`config.mk`:
```
export PLATFORM = sky130hd
export DESIGN_NAME = plcr_mdu
export DESIGN_NICKNAME = d
export VERILOG_FILES = /design/src/rtl/plcr_pkg.sv /design/src/rtl/plcr_mdu.sv
export SDC_FILE = /design/constraint.sdc
export NUM_CORES = 2
export LEC_CHECK = 0
export BUFFER_PORTS_ARGS = -buffer_cell sky130_fd_sc_hd__buf_2
export CORE_MARGIN = 2
export CORE_UTILIZATION = 32
export CTS_CLUSTER_SIZE = 30
export DETAILED_ROUTE_END_ITERATION = 7
export SYNTH_ARGS = -nofsm -noshare
export SYNTH_HDL_FRONTEND = slang
export SYNTH_SLANG_ARGS = --single-unit
```
`constraint.sdc`:
```
create_clock -name clk_i -period 8.7 [get_ports clk_i]
set_clock_uncertainty 0.1 [all_clocks]
set_input_delay 1.74 -clock clk_i [delete_from_list [all_inputs] [get_ports clk_i]]
set_output_delay 1.74 -clock clk_i [all_outputs]
set_load 0.005 [all_outputs]
```
`src/rtl/plcr_pkg.sv`:
```
// Package for the piecewise linear clock recovery block.
// Holds payload structs, op and register codes, and the shared unit's request/response types.
// No dependencies.
package plcr_pkg;

  localparam int unsigned TsWidth  = 64;
  localparam int unsigned CfgWidth = 32;
  localparam int unsigned CfgIdxWidth = 2;

  localparam logic [TsWidth-1:0] ALL_ONES   = '1;
  localparam logic [TsWidth-1:0] NS_PER_SEC = 64'd1_000_000_000;

  // Op codes of an input item
  localparam logic [1:0] OP_OBSERVE = 2'd0;
  localparam logic [1:0] OP_QUERY   = 2'd1;
  localparam logic [1:0] OP_FREEZE  = 2'd2;

  // Configuration register indexes
  localparam logic [CfgIdxWidth-1:0] CFG_TICK_NUM   = 2'd0;
  localparam logic [CfgIdxWidth-1:0] CFG_TICK_DENOM = 2'd1;

  typedef struct packed {
    logic [1:0]         op;
    logic [TsWidth-1:0] system_time;
    logic [TsWidth-1:0] tick_count;
  } in_item_t;

  typedef struct packed {
    logic [TsWidth-1:0] timestamp;
    logic               held;
  } out_item_t;

  typedef struct packed {
    logic [CfgIdxWidth-1:0] index;
    logic [CfgWidth-1:0]    value;
  } cfg_wr_t;

  // Request to the shared multiply-divide unit: round(a*b/c), or low half of a*b
  typedef struct packed {
    logic               start;
    logic               mul_only;
    logic [TsWidth-1:0] a;
    logic [TsWidth-1:0] b;
    logic [TsWidth-1:0] c;
  } mdu_req_t;

  typedef struct packed {
    logic               done;
    logic [TsWidth-1:0] result;
  } mdu_rsp_t;

endpackage

```
`src/rtl/plcr_mdu.sv`:
```
// Shared multiply-divide unit: 64x64 product from four 32x32 partial products,
// half-up rounding and a 64-step restoring division. Depends on plcr_pkg.
module plcr_mdu (
  input  logic               clk_i,
  input  logic               rst_ni,
  input  plcr_pkg::mdu_req_t req_i,
  output plcr_pkg::mdu_rsp_t rsp_o
);

  typedef enum logic [2:0] {U_IDLE, U_MUL, U_RND, U_CHK, U_DIV} ustate_e;

  localparam int unsigned W = plcr_pkg::TsWidth;
  localparam int unsigned H = W / 2;

  ustate_e            ustate_q;
  logic [5:0]         cnt_q;
  logic [2*W-1:0]     acc_q;
  logic [W-1:0]       a_q, b_q, c_q;
  logic               mul_only_q;
  logic [W-1:0]       pp_q;
  logic [1:0]         sh_q;
  plcr_pkg::mdu_rsp_t rsp_q;

  logic [H-1:0]   a_half, b_half;
  logic [W-1:0]   prod;
  logic [2*W-1:0] pp_aligned, acc_sum, rnd_sum, acc_shift;
  logic [W:0]     div_top, div_diff;
  logic           div_ge, ovf;
  logic [W-1:0]   div_rem;
  logic           rsp_done_d;

  // Partial product select and multiply
  assign a_half = cnt_q[1] ? a_q[W-1:H] : a_q[H-1:0];
  assign b_half = cnt_q[0] ? b_q[W-1:H] : b_q[H-1:0];
  assign prod   = W'(a_half) * W'(b_half);

  // Align the registered partial product and accumulate
  always_comb begin
    case (sh_q)
      2'd0:    pp_aligned = {{W{1'b0}}, pp_q};
      2'd1:    pp_aligned = {{H{1'b0}}, pp_q, {H{1'b0}}};
      default: pp_aligned = {pp_q, {W{1'b0}}};
    endcase
  end
  assign acc_sum = acc_q + pp_aligned;

  // Half-up rounding term and overflow check
  assign rnd_sum = acc_q + {{W{1'b0}}, 1'b0, c_q[W-1:1]};
  assign ovf     = (c_q == '0) || (acc_q[2*W-1:W] >= c_q);

  // One restoring division step: remainder in the upper half, quotient shifts in below
  assign div_top   = acc_q[2*W-1:W-1];
  assign div_diff  = div_top - {1'b0, c_q};
  assign div_ge    = div_top >= {1'b0, c_q};
  assign div_rem   = div_ge ? div_diff[W-1:0] : div_top[W-1:0];
  assign acc_shift = {div_rem, acc_q[W-2:0], div_ge};

  // Response strobe: product only, saturated scale or last quotient bit
  assign rsp_done_d = (ustate_q == U_MUL && cnt_q[2:0] == 3'd4 && mul_only_q) ||
                      (ustate_q == U_CHK && ovf) ||
                      (ustate_q == U_DIV && cnt_q == 6'd63);

  // Sequencer
  always_ff @(posedge clk_i or negedge rst_ni) begin
    if (!rst_ni) begin
      ustate_q   <= U_IDLE;
      cnt_q      <= '0;
      acc_q      <= '0;
      a_q        <= '0;
      b_q        <= '0;
      c_q        <= '0;
      mul_only_q <= 1'b0;
      pp_q       <= '0;
      sh_q       <= '0;
      rsp_q      <= '0;
    end else begin
      rsp_q.done <= rsp_done_d;
      case (ustate_q)
        U_IDLE: begin
          if (req_i.start) begin
            a_q        <= req_i.a;
            b_q        <= req_i.b;
            c_q        <= req_i.c;
            mul_only_q <= req_i.mul_only;
            acc_q      <= '0;
            cnt_q      <= '0;
            ustate_q   <= U_MUL;
          end
        end
        U_MUL: begin
          if (cnt_q[2:0] != 3'd0) begin
            acc_q <= acc_sum;
          end
          if (cnt_q[2:0] != 3'd4) begin
            pp_q  <= prod;
            sh_q  <= {1'b0, cnt_q[1]} + {1'b0, cnt_q[0]};
            cnt_q <= cnt_q + 6'd1;
          end else if (mul_only_q) begin
            rsp_q.result <= acc_sum[W-1:0];
            ustate_q     <= U_IDLE;
          end else begin
            ustate_q <= U_RND;
          end
        end
        U_RND: begin
          acc_q    <= rnd_sum;
          ustate_q <= U_CHK;
        end
        U_CHK: begin
          if (ovf) begin
            rsp_q.result <= plcr_pkg::ALL_ONES;
            ustate_q     <= U_IDLE;
          end else begin
            cnt_q    <= '0;
            ustate_q <= U_DIV;
          end
        end
        U_DIV: begin
          acc_q <= acc_shift;
          cnt_q <= cnt_q + 6'd1;
          if (cnt_q == 6'd63) begin
            rsp_q.result <= acc_shift[W-1:0];
            ustate_q     <= U_IDLE;
          end
        end
        default: ustate_q <= U_IDLE;
      endcase
    end
  end

  assign rsp_o = rsp_q;

endmodule

```
==> run metrics <==
port bufs 260; fin. max-slew vios 0; CP Capture Type register; clk slew on worst S/H paths 0.06 ns; Critical Path Most Common Cell fa_1; slew at the pin with the worst max-slew slack 1.21 ns; drt total wl 321 mm; status finished, final reports clean; CTS tree built; Root Buffer clkbuf_16; Seq cells post-synth 461; met3 Track Usage GR 0.0433; area grow syn2layout 16.0%; Layout Nets 10800; total track usage 0.271; synthesized area per cell 8.38 µm²; crit path DAT 9.00 ns; Peak Freq 117 MHz; M2 GR Usage 0.422; post-route minimum period 8.55 ns; vias 67700; synthesis warning total 0; Slew HR 0.189; first-pass GRT wire length 461 mm; Synth Cell Area 72700 µm²; IO Count 261; # H-tree levels 3; CP Max Fanout 7; Congestion Overflow GR 0; CP required 9.15 ns; row cnt 174; Filler cells 23100; Clock Tree Buf Depth 3; Min Hold Slack 0.379 ns; core area 225000 µm²; maxcap violations 0; largest net degree at the start of global routing 121; Clk Latency, worst-skew pair 0.72 ns; Main synth FF type dfrtp_1; fraction of layout cells with a size suffix above 1 0.144; Setup Viol. Count Final 0; fin area 84300 µm²; Post-synth EDFFs 0; Synth Instances 8677; TritonCTS buffer count 66; critical path class reg -> reg; Via density 5.58; Final GP Congestion 1.01; detailed placement HPWL 267 mm; grt met1 use 0.370; Die W 481 µm; routed len/inst 26.5 µm; Detailed Routing Iterations Pass 1 6; DRC errors left 0; GR peak layer met2; DR iter-0 viols 7442; vias in the first global route 67000; synth unique cells 102; CTS sink cnt 461; hold crit path type reg -> reg; Net Count, Synth 10400; RSZ-0062 raised after global routing true; critical path's largest stage delay 0.58 ns; ys async rst share 1.00; Die Span Y 481 µm; critical path's slowest cell fa_1; Die ar. 231000 µm²; register area share after synthesis 0.159; initial antenna violation count 26; placed cell area 80600 µm²; fin util 0.374; post-route ant nets 0; CP Launch Type register; final-report hold violation count 0; Initial Utilization 0.323; fin crit share 0.983
[worst max-delay path, delay by kind of cell (launching register included)]
kind | cells | cell delay (ns)
xor+xnor | 1 | 0.15
buf+inv | 11 | 1.23
mux | 1 | 0.23
flops | 1 | 0.53
fa+ha+maj | 9 | 4.29
compound gates | 11 | 1.79
simple gates | 1 | 0.05
[registers in the layout (all words and copies together), names as in the netlist, 2 cells and up]
signal	count
acc_q	128
rsp_o	65
a_q	64
b_q	64
c_q	64
pp_q	64
cnt_q	6
ustate_q	3
sh_q	2
[cell usage in the layout (no fill, tap or decap), types with 75 or more instances in the layout]
cell       Yosys  layout
xnor2_1      180     180
o21bai_1      80      80
mux2_2       192     184
mux2i_1      128      78
buf_2         18     260
nand2_1     1039    1032
o21ai_0      493     486
dfrtp_1      461     457
nor3_1        79      77
inv_1       1014    1010
and2_1        92      92
buf_12         0      75
buf_4          0     435
a21oi_1      527     515
ha_1         583     577
a21o_1       267     266
fa_1         899     891
nand4_1      153     153
nor2_1       958     937
xor2_1       130     130
clkbuf_16      0      75
nand3_1      107     106
[routing by layer]
layer / vias to the layer above / wire [µm]
li1: 29900 / -
met1: 34000 / 136000
met2: 3173 / 143000
met3: 603 / 24800
met4: 4 / 17700
met5: - / 26
[area by class of cell]
cell class                 count  area (µm²)  area share
clock buffer                  85        1800      0.0214
tap                         2992        3740      0.0444
antenna                       11        27.5    0.000326
timing repair buffer         800        6530      0.0775
sequential                   461       11500       0.137
inverter                    1015        3810      0.0452
clock inverter                32         457     0.00542
multi-input combinational   6735       56400       0.669
[cell usage after synthesis, types with 28 or more instances]
cell	n	share of area
ha_1	583	0.10
clkbuf_1	416	0.021
mux2i_1	128	0.018
nor3_1	79	0.0054
o21ai_0	493	0.034
nor2b_1	35	0.0030
a22oi_1	37	0.0038
inv_1	1014	0.052
a21o_1	267	0.028
xnor2_1	180	0.022
xor2_1	130	0.016
nand2_1	1039	0.054
nand3_1	107	0.0074
o21bai_1	80	0.0083
o21ai_1	37	0.0025
and3_1	51	0.0044
a21oi_1	527	0.036
nor4_1	37	0.0032
and2_1	92	0.0079
a221oi_1	44	0.0053
nand4_1	153	0.013
nor2_1	958	0.049
mux2_2	192	0.030
o211ai_1	46	0.0048
buf_1	32	0.0017
fa_1	899	0.25
o22ai_1	28	0.0024
nand2b_1	33	0.0028
a31oi_1	47	0.0040
o21a_1	60	0.0062
dfrtp_1	461	0.16
[timing repair]
item,4_1_cts,5_1_grt
setup buffers,4,59
pin swaps,1,64
gates cloned,0,10
setup endpoints to repair,11,17
gates resized for setup,19,121
hold buffers,0,0
[metrics by stage]
stage	setup WS, ns	std cells	TNS [ns]
finish	0.148	12100	0
global route	-0.140	12100	-0.803
CTS	0.00508	12100	0
detailed placement	-0.225	11900	-0.959
global placement	-0.157	11900	-0.711
floorplan	0.0303	8677	0
[logic make-up after synthesis]
| logic type | share of synthesized area |
|---|---|
| mux | 0.0486 |
| simple gates | 0.161 |
| buf+inv | 0.0768 |
| compound gates | 0.170 |
| flops | 0.159 |
| fa+ha+maj | 0.348 |
| xor+xnor | 0.0373 |
[path summary, 6_finish.rpt]
check                                     startpoint                    to  slack [ns]  cells past startpoint
worst min-delay path            cnt_q[5]$_DFFE_PN0P_  cnt_q[5]$_DFFE_PN0P_        0.38                      1
worst max register to register  cnt_q[1]$_DFFE_PN0P_  pp_q[58]$_DFFE_PN0P_        0.15                     34
worst min register to register  cnt_q[5]$_DFFE_PN0P_  cnt_q[5]$_DFFE_PN0P_        0.38                      1
max in group asynchronous                     rst_ni   a_q[32]$_DFFE_PN0P_        5.66                      3
worst max-delay path            cnt_q[1]$_DFFE_PN0P_  pp_q[58]$_DFFE_PN0P_        0.15                     34
min in group asynchronous                     rst_ni   c_q[49]$_DFFE_PN0P_        0.89                      1
Power is not shown: default switching activity piles up to over one toggle a cycle in this logic, so the estimate is an artifact.
